$ cat config.mk
export PLATFORM = sky130hd
export DESIGN_NAME = update_response_deframer_flat
export DESIGN_NICKNAME = d
export VERILOG_FILES = /design/src/urd_pkg.sv /design/src/urd_in_if.sv /design/src/urd_out_if.sv /design/src/update_response_deframer.sv /design/src/flat_wrapper.sv
export SDC_FILE = /design/constraint.sdc
export NUM_CORES = 1
export LEC_CHECK = 0
export BUFFER_PORTS_ARGS = -buffer_cell sky130_fd_sc_hd__buf_4
export CORE_ASPECT_RATIO = 1.5
export CORE_MARGIN = 4
export CORE_UTILIZATION = 50
export DETAILED_ROUTE_END_ITERATION = 8
export PLACE_DENSITY = 0.69
export SKIP_CTS_REPAIR_TIMING = 1
export SYNTH_ARGS = -nofsm -noshare
export SYNTH_HDL_FRONTEND = slang
export SYNTH_SLANG_ARGS = --single-unit
$ cat constraint.sdc
create_clock -name clk_i -period 6.7 [get_ports clk_i]
set_input_delay 1.005 -clock clk_i [delete_from_list [all_inputs] [get_ports clk_i]]
set_output_delay 1.005 -clock clk_i [all_outputs]
set_load 0.005 [all_outputs]
$ cat src/urd_pkg.sv
// Package for the update response deframer.
// Holds the frame constants, byte codes, phase codes and the result type.
// It has no dependencies.
package urd_pkg;

  localparam int unsigned FrameBytesDefault = 10;

  localparam logic [7:0] EscByte   = 8'h7D;
  localparam logic [7:0] StartByte = 8'h7E;
  localparam logic [7:0] EscXor    = 8'h20;
  localparam logic [7:0] HdrByte1  = 8'h5E;
  localparam logic [7:0] HdrByte2  = 8'h50;

  localparam logic [7:0] PrimPowerupAck = 8'h80;
  localparam logic [7:0] PrimVersionAck = 8'h81;
  localparam logic [7:0] PrimDataReq    = 8'h82;
  localparam logic [7:0] PrimEnd        = 8'h83;
  localparam logic [7:0] PrimCrcError   = 8'h84;

  localparam logic [15:0] TimeoutReset = 16'd100;

  localparam logic [3:0] PhIdle       = 4'd0;
  localparam logic [3:0] PhPowerupReq = 4'd1;
  localparam logic [3:0] PhPowerupAck = 4'd2;
  localparam logic [3:0] PhVersionReq = 4'd3;
  localparam logic [3:0] PhVersionAck = 4'd4;
  localparam logic [3:0] PhTransfer   = 4'd5;
  localparam logic [3:0] PhDataReq    = 4'd6;
  localparam logic [3:0] PhComplete   = 4'd7;
  localparam logic [3:0] PhFail       = 4'd8;

  typedef enum logic [1:0] {
    FuncByte  = 2'd0,
    FuncPhase = 2'd1,
    FuncTick  = 2'd2
  } func_e;

  typedef struct packed {
    logic [3:0]  phase;
    logic        frame_done;
    logic        timed_out;
    logic [7:0]  primitive_res;
    logic [31:0] request_address;
  } res_t;

endpackage

$ cat src/urd_in_if.sv
// Input channel of the update response deframer: valid, ready and one item.
// It has no dependencies.
interface urd_in_if;
  logic       valid;
  logic       ready;
  logic [1:0] func;
  logic [7:0] rx_byte;
  logic [3:0] new_phase;

  modport source (output valid, output func, output rx_byte, output new_phase, input ready);
  modport sink (input valid, input func, input rx_byte, input new_phase, output ready);
endinterface

$ cat src/urd_out_if.sv
// Result channel of the update response deframer: valid, ready and one item.
// It has no dependencies.
interface urd_out_if;
  logic        valid;
  logic        ready;
  logic [3:0]  phase;
  logic        frame_done;
  logic        timed_out;
  logic [7:0]  primitive_res;
  logic [31:0] request_address;

  modport source (output valid, output phase, output frame_done, output timed_out,
                  output primitive_res, output request_address, input ready);
  modport sink (input valid, input phase, input frame_done, input timed_out,
                input primitive_res, input request_address, output ready);
endinterface

$ cat src/update_response_deframer.sv
// Update response deframer top level; uses urd_pkg, urd_in_if and urd_out_if.
// The result of an accepted item is registered in the output register, or in the skid register while
// the output register holds a result not yet taken. Throughput: one item per cycle while the skid
// entry is empty; this two-entry output buffer keeps input ready high while one finished result waits.
// Reset (rst_ni, asynchronous, active low) clears phase, count, escape,
// idle count, address and buffer, and sets the timeout to 100 ticks.
module update_response_deframer #(
  parameter int unsigned FRAME_BYTES = urd_pkg::FrameBytesDefault
) (
  input  logic        clk_i,
  input  logic        rst_ni,
  input  logic        cfg_we_i,
  input  logic [15:0] cfg_wdata_i,
  urd_in_if.sink      rx_i,
  urd_out_if.source   res_o
);

  localparam int unsigned CntW = $clog2(FRAME_BYTES + 1);
  localparam int unsigned IdxW = $clog2(FRAME_BYTES);
  localparam logic [CntW-1:0] LastCnt = CntW'(FRAME_BYTES - 1);

  logic [15:0]     timeout_q;
  logic [3:0]      phase_q, phase_d;
  logic [CntW-1:0] count_q, count_d;
  logic            esc_q, esc_d;
  logic [31:0]     addr_q, addr_d;
  logic [15:0]     idle_q, idle_d;
  logic [7:0]      store_q [FRAME_BYTES];

  logic [7:0]      val;
  logic            store_we;
  logic [7:0]      view [8];
  logic            push, pop;
  urd_pkg::res_t   res_new;
  urd_pkg::res_t   out_q, skid_q;
  logic            out_valid_q, skid_valid_q;

  assign push = rx_i.valid & rx_i.ready;
  assign pop  = out_valid_q & res_o.ready;
  assign rx_i.ready = ~skid_valid_q;

  assign val = esc_q ? (rx_i.rx_byte ^ urd_pkg::EscXor) : rx_i.rx_byte;

  always_comb begin
    for (int k = 0; k < 8; k++) begin
      if (count_q == CntW'(k)) begin
        view[k] = val;
      end else begin
        view[k] = store_q[k];
      end
    end
  end

  always_comb begin
    phase_d  = phase_q;
    count_d  = count_q;
    esc_d    = esc_q;
    addr_d   = addr_q;
    idle_d   = idle_q;
    store_we = 1'b0;
    res_new  = '0;
    case (urd_pkg::func_e'(rx_i.func))
      urd_pkg::FuncByte: begin
        idle_d = '0;
        if (rx_i.rx_byte == urd_pkg::EscByte) begin
          esc_d = 1'b1;
        end else begin
          esc_d = 1'b0;
          if (count_q != '0 || rx_i.rx_byte == urd_pkg::StartByte) begin
            store_we = 1'b1;
            count_d  = count_q + 1'b1;
            if (count_q == LastCnt) begin
              count_d = '0;
              res_new.frame_done    = 1'b1;
              res_new.primitive_res = view[3];
              if (view[1] == urd_pkg::HdrByte1 && view[2] == urd_pkg::HdrByte2) begin
                case (view[3])
                  urd_pkg::PrimPowerupAck: begin
                    if (phase_q == urd_pkg::PhPowerupReq) phase_d = urd_pkg::PhPowerupAck;
                  end
                  urd_pkg::PrimVersionAck: begin
                    if (phase_q == urd_pkg::PhVersionReq) phase_d = urd_pkg::PhVersionAck;
                  end
                  urd_pkg::PrimDataReq: begin
                    if (phase_q == urd_pkg::PhTransfer) begin
                      phase_d = urd_pkg::PhDataReq;
                      addr_d  = {view[7], view[6], view[5], view[4]};
                    end
                  end
                  urd_pkg::PrimEnd:      phase_d = urd_pkg::PhComplete;
                  urd_pkg::PrimCrcError: phase_d = urd_pkg::PhFail;
                  default: ;
                endcase
              end
            end
          end
        end
      end
      urd_pkg::FuncPhase: begin
        if (rx_i.new_phase <= urd_pkg::PhFail) phase_d = rx_i.new_phase;
      end
      urd_pkg::FuncTick: begin
        if (idle_q >= timeout_q) begin
          count_d = '0;
          esc_d   = 1'b0;
          idle_d  = '0;
          res_new.timed_out = 1'b1;
        end else begin
          idle_d = idle_q + 16'd1;
        end
      end
      default: ;
    endcase
    res_new.phase           = phase_d;
    res_new.request_address = addr_d;
  end

  always_ff @(posedge clk_i or negedge rst_ni) begin
    if (!rst_ni) begin
      timeout_q    <= urd_pkg::TimeoutReset;
      phase_q      <= urd_pkg::PhIdle;
      count_q      <= '0;
      esc_q        <= 1'b0;
      addr_q       <= '0;
      idle_q       <= '0;
      out_valid_q  <= 1'b0;
      skid_valid_q <= 1'b0;
    end else begin
      if (cfg_we_i) timeout_q <= cfg_wdata_i;
      if (push) begin
        phase_q <= phase_d;
        count_q <= count_d;
        esc_q   <= esc_d;
        addr_q  <= addr_d;
        idle_q  <= idle_d;
      end
      if (skid_valid_q) begin
        if (pop) skid_valid_q <= 1'b0;
      end else if (push) begin
        if (!out_valid_q || pop) begin
          out_valid_q <= 1'b1;
        end else begin
          skid_valid_q <= 1'b1;
        end
      end else if (pop) begin
        out_valid_q <= 1'b0;
      end
    end
  end

  always_ff @(posedge clk_i) begin
    if (push && store_we) store_q[count_q[IdxW-1:0]] <= val;
    if (skid_valid_q) begin
      if (pop) out_q <= skid_q;
    end else if (push) begin
      if (!out_valid_q || pop) begin
        out_q <= res_new;
      end else begin
        skid_q <= res_new;
      end
    end
  end

  assign res_o.valid           = out_valid_q;
  assign res_o.phase           = out_q.phase;
  assign res_o.frame_done      = out_q.frame_done;
  assign res_o.timed_out       = out_q.timed_out;
  assign res_o.primitive_res   = out_q.primitive_res;
  assign res_o.request_address = out_q.request_address;

endmodule

$ cat src/flat_wrapper.sv
// flat-port wrapper written by rule: the top's interface ports become plain ports
module update_response_deframer_flat 
#(
  parameter int unsigned FRAME_BYTES = urd_pkg::FrameBytesDefault
)
  (clk_i, rst_ni, cfg_we_i, cfg_wdata_i, rx_i_valid, rx_i_func, rx_i_rx_byte, rx_i_new_phase, rx_i_ready, res_o_valid, res_o_phase, res_o_frame_done, res_o_timed_out, res_o_primitive_res, res_o_request_address, res_o_ready);
  urd_in_if rx_i_i ();
  urd_out_if res_o_i ();
  input  logic clk_i;
  input  logic rst_ni;
  input  logic cfg_we_i;
  input  logic [15:0] cfg_wdata_i;
  input wire logic [$bits(rx_i_i.valid)-1:0] rx_i_valid;
  input wire logic [$bits(rx_i_i.func)-1:0] rx_i_func;
  input wire logic [$bits(rx_i_i.rx_byte)-1:0] rx_i_rx_byte;
  input wire logic [$bits(rx_i_i.new_phase)-1:0] rx_i_new_phase;
  output wire logic [$bits(rx_i_i.ready)-1:0] rx_i_ready;
  output wire logic [$bits(res_o_i.valid)-1:0] res_o_valid;
  output wire logic [$bits(res_o_i.phase)-1:0] res_o_phase;
  output wire logic [$bits(res_o_i.frame_done)-1:0] res_o_frame_done;
  output wire logic [$bits(res_o_i.timed_out)-1:0] res_o_timed_out;
  output wire logic [$bits(res_o_i.primitive_res)-1:0] res_o_primitive_res;
  output wire logic [$bits(res_o_i.request_address)-1:0] res_o_request_address;
  input wire logic [$bits(res_o_i.ready)-1:0] res_o_ready;
  assign rx_i_i.valid = rx_i_valid;
  assign rx_i_i.func = rx_i_func;
  assign rx_i_i.rx_byte = rx_i_rx_byte;
  assign rx_i_i.new_phase = rx_i_new_phase;
  assign rx_i_ready = rx_i_i.ready;
  assign res_o_valid = res_o_i.valid;
  assign res_o_phase = res_o_i.phase;
  assign res_o_frame_done = res_o_i.frame_done;
  assign res_o_timed_out = res_o_i.timed_out;
  assign res_o_primitive_res = res_o_i.primitive_res;
  assign res_o_request_address = res_o_i.request_address;
  assign res_o_i.ready = res_o_ready;
  update_response_deframer #(.FRAME_BYTES(FRAME_BYTES)) u_core (.clk_i(clk_i), .rst_ni(rst_ni), .cfg_we_i(cfg_we_i), .cfg_wdata_i(cfg_wdata_i), .rx_i(rx_i_i), .res_o(res_o_i));
endmodule
[Yosys cells after proc, flatten, opt, wreduce, memory -nomap -nowiden]
Memories as Yosys holds them, arrays and structs flattened.
Cells that the tools add are included.
Cells by class
  $add $sub $neg: 2
  $lt $le $gt $ge: 2
  eq/ne operators: 27
  mux-type cells: 61
  bitwise logic cells: 5
  reduce and logical (&&, ||, !) cells: 17
Operator list (number)
  32-bit two-way mux: 7
  46-bit two-way mux: 4
  8-bit two-way mux: 11
  4-bit two-way mux: 12
  8-bit equality test, second input constant: 5
  8-bit by 7-bit equality test with 1-bit output, second input constant: 4
  16-bit case mux with 2 select lines: 1
  4-bit by 3-bit equality test with 1-bit output, second input constant: 5
  1-bit two-way mux: 20
  4-bit case mux with 5 select lines: 1
  16-bit by 1-bit adder with 16-bit output, second input constant: 1
  16-bit >= comparator: 1
  16-bit two-way mux: 1
  4-bit case mux with 2 select lines: 2
  4-bit by 2-bit equality test with 1-bit output, second input constant: 3
  3-bit AND reduction: 4
  4-bit by 1-bit equality test with 1-bit output, second input constant: 2
  2-bit nonzero test: 4
  6-bit two-way mux: 1
  2-bit by 1-bit inequality test with 1-bit output, second input constant: 3
  5-bit AND reduction: 1
  4-bit by 1-bit adder with 4-bit output, second input constant: 1
  4-bit equality test, second input constant: 1
  4-bit <= comparator, second input constant: 1
  other kinds (12): 18
Word-level totals
  bits in registers: 167
  RAM bits: 80
  output and inout port bits: 48
  logic and storage cells: 133
  memories kept: 1
Memories
  u_core.store_q: depth 10, bits a word 8, rd ports 7, clocked after Yosys merged registers in 0, write ports 1, line update_response_deframer.sv:28  | logic [7:0] store_q [FRAME_BYTES];

[Longest topological paths before layout]
Gate-level depths: netlist of the first run.
  word-level depth: 13
  depth in mapped cells: 11
  mapped depth without buffers: 9

[Worst setup path before layout of the first run]
OpenSTA, ideal clock, no wires.
  kind: input-to-reg
  start: input port rx_i_valid
  end: register u_core.out_q, in the netlist u_core.res_o.frame_done, enable pin
  setup time: 465 ps
  data arrival time: 3761 ps
  data required time: 6235 ps
  setup slack: 2474 ps
  stages on the path: 4
  path buffers: 1
  path through: nor2b_1 clkbuf_1 a21oi_1 a21oi_1
On the way
  cells in the longest elaborated chain, start to end: 3
RTL lines
  start, declared: line flat_wrapper.sv:13  | input wire logic [$bits(rx_i_i.valid)-1:0] rx_i_valid;
  1-bit bitwise AND: line update_response_deframer.sv:38  | assign push = rx_i.valid & rx_i.ready;
  2-bit nonzero test (no source line)
  3-bit AND reduction (no source line)
  end signal, assigned: line update_response_deframer.sv:154  | if (pop) out_q <= skid_q;
  end signal, assigned: line update_response_deframer.sv:157  | out_q <= res_new;
  end, declared: line update_response_deframer.sv:35  | urd_pkg::res_t out_q, skid_q;
No other way between the ends.
A chain may end at the register's enable or synchronous reset.

[Final worst setup path of the first run]
  start: input port rx_i_rx_byte[7]
  end: memory u_core.store_q[6][2], enable pin
On the way
  cells in the longest elaborated chain, start to end: 8
RTL lines
  start, declared: line flat_wrapper.sv:15  | input wire logic [$bits(rx_i_i.rx_byte)-1:0] rx_i_rx_byte;
  8-bit by 7-bit equality test with 1-bit output: line update_response_deframer.sv:69  | if (count_q != '0 || rx_i.rx_byte == urd_pkg::StartByte) begin
  1-bit logical OR: line update_response_deframer.sv:69
  1-bit two-way mux: line update_response_deframer.sv:69
  1-bit two-way mux (*): line update_response_deframer.sv:65  | if (rx_i.rx_byte == urd_pkg::EscByte) begin
  1-bit two-way mux (*): line update_response_deframer.sv:62  | case (urd_pkg::func_e'(rx_i.func))
  1-bit logical AND (*): line update_response_deframer.sv:152  | if (push && store_we) store_q[count_q[IdxW-1:0]] <= val;
  1-bit two-way mux (*): line update_response_deframer.sv:152
  1-bit two-way mux (not written as such) (*): line update_response_deframer.sv:152
  end, declared: line update_response_deframer.sv:28
Every way passes the cells marked *; elsewhere a longest branch is shown, timed or not.

==> flow_summary.json, run 1 <==
{
  "slew_headroom": 0.235,
  "power_leakage_nw": 4.57,
  "grt_setup_unrepaired": "false",
  "clkSlewWorstSetupHoldPaths_ns": 0.06,
  "synthArstFlopShare": 0.336,
  "crit_chain": "buf_4, nand4b_1, o31ai_1, a22oi_1, nor3_1, nand2_1, nor3_1",
  "cts_tree": "built",
  "power_density_mw_per_mm2": 314,
  "ant_nets": 0,
  "min-delay-start": "u_core.addr_q[14]",
  "crit_buf_inv": 1,
  "finalWirelength_um": 20200,
  "outcome": "complete, no violations",
  "p_sw_w": 0.000961,
  "skew_ns": 0.00913,
  "initial_core_util": 0.511,
  "cpLargestDelayFamily": "simple AND/OR/NAND/NOR gates",
  "drc_errors": 0,
  "placed_area_mm2": 0.0110,
  "cts_buffers": 21,
  "synth_top_area_share": 0.438,
  "syn_inst": 813,
  "dpl.hpwl_um": 13600,
  "coreArea_mm2": 0.0199,
  "fmax_mhz": 258,
  "worstSetupStartpoint": "rx_i_rx_byte[7]",
  "grt_pass1_wl_um": 33900,
  "syn_avg_cell_area_um2": 12.5,
  "synth-main-ff-cell": "edfxtp_1",
  "die_y_um": 183,
  "syn-cell-area_mm2": 0.0102,
  "diodes": 0,
  "overflow": 0,
  "synthToLayoutAreaGrowth_pct": 14.1,
  "die_w_um": 124,
  "cts_root_buffer": "clkbuf_16",
  "yosys.cell_count.top_type": "edfxtp_1",
  "peakVddDrop_mv": 0.269,
  "cp.arrival_ns": 3.97,
  "synth_cell_type_count": 63,
  "worstPathRequired_ns": 6.80,
  "gp_congestion": 0.829,
  "ys_seq_area_frac": 0.623,
  "final-setup-viol-count": 0,
  "yosys-top-cells-count": "edfxtp_1 (148), dfrtp_1 (72), nor2_1 (72), nand2_1 (65)",
  "wire_per_inst_um": 17.4,
  "final_cell_area_mm2": 0.0116,
  "hold_violations": 0,
  "intPower_w": 0.00267,
  "period_needed_ns": 3.87,
  "clk_latency_ns": 0.49,
  "finalMaxSlewViolations": 0,
  "clk_path_buf_depth": 3,
  "rrSetupSlack_ns": 3.11,
  "crit_fanout": 13,
  "ys_top_cells_by_area": "edfxtp_1 (44%), dfrtp_1 (18%), mux2_2 (4.9%)",
  "synth_top_area_cell": "edfxtp_1",
  "tightest_slew_ns": 1.14,
  "cp-start-kind": "primary input",
  "pwr-share-seq": 0.509,
  "slowest_stage": "nor3_1",
  "comb_power_share": 0.195,
  "nFillCells": 1679,
  "r2r_start": "u_core.count_q[2]",
  "vias": 6378,
  "grt_max_degree": 76,
  "drive_above_1_share": 0.262,
  "fin_nets": 939,
  "ys_warn_count": 0,
  "dr.pass1.iters": 5,
  "slowest_delay_ns": 0.97,
  "swShare": 0.265,
  "routed_via_density": 5.49,
  "post-route-period-util": 0.578,
  "io_buffers": 82,
  "grt_pass1_vias": 6440,
  "num_rows": 63,
  "die_area_mm2": 0.0227,
  "synth_fp_nets": 865,
  "cts.sinks": 223,
  "first_iter_violations": 416,
  "io_pins": 83,
  "clkPwrFrac": 0.296,
  "totalNegativeSetupSlack_ns": 0,
  "ys_ff_latch": 223,
  "grt.total_usage": 0.180,
  "critPathCaptureType": "register",
  "maxCapViolCount": 0,
  "cp_common_cell": "nor3_1",
  "hold_path.class": "register to register",
  "critPathKind": "primary input to register",
  "htreeDepth": 1,
  "antenna_found_initial": 0,
  "synth-edff-count": 148
}
==> sequential cells by signal (all words and copies together) (netlist names), 4 cells and up <==
name	flops
u_core.count_q	4
u_core.timeout_q	16
u_core.res_o.request_address	32
u_core.res_o.primitive_res	8
u_core.phase_q	4
u_core.skid_q	46
u_core.res_o.phase	4
u_core.idle_q	16
u_core.store_q	56
u_core.addr_q	32
==> worst reg2reg max path: stages (launching register included) <==
cell       delay [ns]
dfrtp_1          0.51
nand4bb_1        0.48
mux2i_1          0.75
nand3_1          0.29
nor4_4           0.20
buf_4            0.55
a21oi_1          0.25
mux2_2           0.31
==> power groups by stage <==
stage,clock network (W),logic (W),registers [W]
final,0.00108,0.000709,0.00185
after global routing,0.00117,0.000792,0.00187
after CTS,0.00111,0.000728,0.00185
after detailed placement,0,0.000729,0.00187
after global placement,0,0.000711,0.00187
after floorplan,0,0.000408,0.00185
==> worst paths after layout <==
| check | to | cells past startpoint |
|---|---|---|
| min | u_core.addr_q[14] | 2 |
| min in group asynchronous | u_core.phase_q[1] | 1 |
| min reg2reg | u_core.addr_q[14] | 2 |
| max in group asynchronous | u_core.addr_q[1] | 1 |
| max reg2reg | u_core.res_o.request_address[19] | 7 |
| max | u_core.store_q[6][2] | 7 |
==> metal layers <==
metal  track usage  part of all wire  up-vias  routed length, um
li1              -                 -     3110                  -
met1         0.229              0.41     3090               8290
met2         0.317              0.52      139              10500
met3        0.0261             0.045       39                904
met4        0.0575             0.028        0                567
met5             0                 0        -                  0
==> final cells by class <==
| class | instances | area [um2] | area share |
|---|---|---|---|
| sequential | 223 | 6320 | 0.546 |
| multi-input combinational | 518 | 3520 | 0.304 |
| clock buffer | 32 | 577 | 0.0498 |
| tap | 260 | 325 | 0.0281 |
| inverter | 32 | 120 | 0.0104 |
| clock inverter | 5 | 30.0 | 0.00259 |
| timing repair buffer | 91 | 683 | 0.0590 |
==> cells by family (layout without fill, tap and decap cells) <==
kind of cell | after synthesis | in the layout | share of synthesized area
buf+inv | 72 | 160 | 0.0328
flops | 223 | 223 | 0.623
simple gates | 255 | 255 | 0.129
xor+xnor | 16 | 16 | 0.0138
fa+ha+maj | 17 | 17 | 0.0209
compound gates | 153 | 153 | 0.0988
mux | 77 | 77 | 0.0813
==> stage by stage <==
step	setup WS [ns]	power [W]	hold slack (ns)	utilization	std cells
2_1_floorplan	2.47	0.00226	0.452	-	813
3_3_place_gp	2.46	0.00258	0.461	0.552	1124
3_5_place_dp	2.17	0.00260	0.468	0.552	1124
4_1_cts	2.67	0.00368	0.482	0.583	1161
5_1_grt	2.55	0.00383	0.496	0.583	1161
6_report	2.83	0.00363	0.479	0.583	1161
==> placed cells by master, fill, tap and decap left out, types with 4 or more instances in the layout <==
master / netlist / layout
clkbuf_16: 0 / 21
nand4_1: 5 / 5
nand3_1: 8 / 8
dfrtp_1: 72 / 72
xor2_1: 8 / 8
buf_4: 1 / 91
nor2_1: 72 / 72
xnor2_1: 8 / 8
nor3_1: 8 / 8
nand4b_1: 4 / 4
mux2i_1: 33 / 33
nand2_1: 65 / 65
ha_1: 17 / 17
clkbuf_1: 25 / 10
o21ai_0: 39 / 39
o21ai_2: 32 / 32
or3_1: 5 / 4
nor2b_1: 4 / 4
or4_1: 4 / 4
mux2_2: 44 / 44
inv_1: 31 / 31
o31ai_1: 8 / 8
edfxtp_1: 148 / 148
nand2_2: 28 / 28
a21o_1: 4 / 4
a21oi_1: 44 / 43
nor4_1: 8 / 7
nand2b_1: 8 / 8
and3_1: 12 / 11
(Power assumes the default switching activity.)
==> inputs of run 2 (changes only) <==
ABC_AREA = 1   (was default)
clock period = 4 ns   (was 6.7 ns; I/O delays follow)
==> run 2 against run 1 <==
Routed wire length is 4.9% higher. Die area is 2.1% higher. Sequential cell count is the same. Clock skew rose by 0.0033 ns. Largest power group unchanged. Highest routed layer unchanged.
==> flow_summary.json, run 2 <==
{
  "outcome": "complete, no violations",
  "dr.pass1.iters": 5,
  "yosys.cell_count.top_type": "nand2_1",
  "syn_inst": 1059,
  "power_leakage_nw": 5.39,
  "first_iter_violations": 427,
  "synth_top_area_cell": "edfxtp_1",
  "die_y_um": 184,
  "grt_max_degree": 72,
  "finalWirelength_um": 21200,
  "use_met1": 0.222,
  "fin_util": 0.584,
  "r2r_start": "u_core.esc_q",
  "period_needed_ns": 2.97,
  "final_common_cell": "nand2_1",
  "final_cell_mix": "nand2_1 (297), edfxtp_1 (148), inv_1 (136)",
  "skew_ns": 0.0124,
  "initial_core_util": 0.508,
  "synth_top_area_share": 0.428,
  "syn_avg_cell_area_um2": 9.80,
  "cts_buffers": 21,
  "dpl.hpwl_um": 14500,
  "ys_top_cells_by_area": "edfxtp_1 (43%), dfrtp_1 (17%), nand2_1 (11%)",
  "clk_path_buf_depth": 3,
  "grtUsageMet3": 0.0281,
  "pwr-share-seq": 0.473,
  "ys_warn_count": 0,
  "htreeDepth": 1,
  "clkPwrFrac": 0.306,
  "slew_headroom": 0.475,
  "worstPathRequired_ns": 4.37,
  "grt_setup_unrepaired": "false",
  "synth-main-ff-cell": "edfxtp_1",
  "coreArea_mm2": 0.0204,
  "synthToLayoutAreaGrowth_pct": 14.9,
  "synth-edff-count": 148,
  "drive_above_1_share": 0.177,
  "drc_errors": 0,
  "antenna_found_initial": 0,
  "critPathKind": "register to register",
  "num_rows": 64,
  "gp_congestion": 0.846,
  "grt_pass1_vias": 7210,
  "grt_use_met2": 0.339,
  "synthArstFlopShare": 0.336,
  "final_cell_area_mm2": 0.0119,
  "cp-start-kind": "register",
  "overflow": 0,
  "io_buffers": 82,
  "diodes": 0,
  "comb_power_share": 0.221,
  "routed_via_density": 5.14,
  "pre_cts_ws_ns": 0.734,
  "ys_ff_latch": 223,
  "hold_violations": 0,
  "final-setup-viol-count": 0,
  "intPower_w": 0.00452,
  "syn-cell-area_mm2": 0.0104,
  "peakVddDrop_mv": 0.317,
  "cp.arrival_ns": 3.34,
  "yosys-top-cells-count": "nand2_1 (297), edfxtp_1 (148), inv_1 (136), dfrtp_1 (72), nor2_1 (67)",
  "tightest_slew_ns": 0.787,
  "vias": 7289,
  "hold_path.class": "primary input to asynchronous set/reset pin",
  "finalWorstSetupSlack_ns": 1.03,
  "p_sw_w": 0.00191,
  "swShare": 0.297,
  "cts_root_buffer": "clkbuf_16",
  "synth_cell_type_count": 39,
  "die_w_um": 126,
  "totalNegativeSetupSlack_ns": 0,
  "grt.total_usage": 0.186,
  "power.total_w": 0.00643,
  "top_usage_layer": "met2",
  "placed_area_mm2": 0.0112,
  "fin_nets": 1192,
  "cts_tree": "built",
  "power_density_mw_per_mm2": 539,
  "fmax_mhz": 336,
  "cts.sinks": 223,
  "ys_seq_area_frac": 0.609,
  "maxCapViolCount": 0,
  "post-route-period-util": 0.743,
  "die_area_mm2": 0.0232,
  "wire_per_inst_um": 14.9,
  "critPathCaptureType": "register",
  "clkSlewWorstSetupHoldPaths_ns": 0.07,
  "synth_fp_nets": 1111,
  "io_pins": 83,
  "clk_latency_ns": 0.50,
  "crit_fanout": 8,
  "finalMaxSlewViolations": 0,
  "worstSetupStartpoint": "u_core.esc_q",
  "ant_nets": 0,
  "grt_pass1_wl_um": 35200,
  "largest_reg_flops": 56
}
-- run 2: cell count changes after synthesis, moves of 12 or more --
cell | before | now
nand2_1 | 65 | 297
inv_1 | 31 | 136
mux2_2 | 44 | 1
o21ai_1 | 0 | 36
mux2i_1 | 33 | 0
nand3_1 | 8 | 38
o21ai_0 | 39 | 66
o21ai_2 | 32 | 57
a21oi_1 | 44 | 20
nand2_2 | 28 | 6
and3_1 | 12 | 0
-- run 2: worst max-delay path, stage by stage, from the launching register on --
cell,delay [ns]
dfrtp_1,0.39
inv_1,0.06
nand2_1,0.04
nand2_1,0.24
inv_1,0.24
nor2_1,0.29
nand3_1,0.11
o21ai_0,0.15
nand2_1,0.17
nor2_1,0.29
nand2_1,0.14
nand2_1,0.07
nand2_1,0.04
o21ai_0,0.43
nand2_1,0.09
nand2_1,0.07
-- run 2: metal layers --
metal  part of all wire  wire length, um  up-vias
li1                   -                -     3669
met1               0.41             8610     3417
met2               0.51            10900      161
met3              0.051             1080       42
met4              0.031              649        0
met5                  0                0        -
-- run 2: final cells by class --
class                           instances  area, um2
Inverter                              141        532
Clock buffer                           28        572
Timing Repair Buffer                   92        703
Multi-Input combinational cell        661       3350
Sequential cell                       223       6330
Clock inverter                         10        105
Tap cell                              264        330
Fill cell                            1782       8500
-- run 2: power by group through the flow --
stage | Combinational, W | Clock (W) | Sequential, W
final | 0.00142 | 0.00197 | 0.00304
after global routing | 0.00160 | 0.00212 | 0.00308
after CTS | 0.00145 | 0.00201 | 0.00305
after detailed placement | 0.00145 | 0 | 0.00309
after global placement | 0.00143 | 0 | 0.00309
after floorplan | 0.000816 | 0 | 0.00309
-- run 2: logic make-up (layout without fill, tap and decap cells) --
kind of cell,Yosys count,in the layout,share of synthesized area
AO/OA/AOI/OAI,190,190,0.115
XOR/XNOR,7,7,0.00591
adder cells (fa/ha/maj),17,17,0.0205
buffers and inverters,175,271,0.0688
flip-flops,223,223,0.609
multiplexers,1,1,0.00108
AND/OR/NAND/NOR,446,446,0.179
-- run 2: metrics by stage --
stage	cells	hold slack, ns
after floorplan	1059	0.304
after global placement	1381	0.477
after detailed placement	1381	0.487
after CTS	1419	0.152
after global routing	1419	0.168
final	1419	0.134
-- run 2: worst paths after layout --
kind	end	slack (ns)	cells past startpoint
setup / recovery	u_core.res_o.phase[1]	1.03	15
hold / removal	u_core.phase_q[3]	0.13	1
setup reg to reg	u_core.res_o.phase[1]	1.03	15
hold reg to reg	u_core.timeout_q[5]	0.49	2
max in group asynchronous	u_core.idle_q[2]	3.03	2
min in group clk_i	u_core.timeout_q[7]	0.30	3
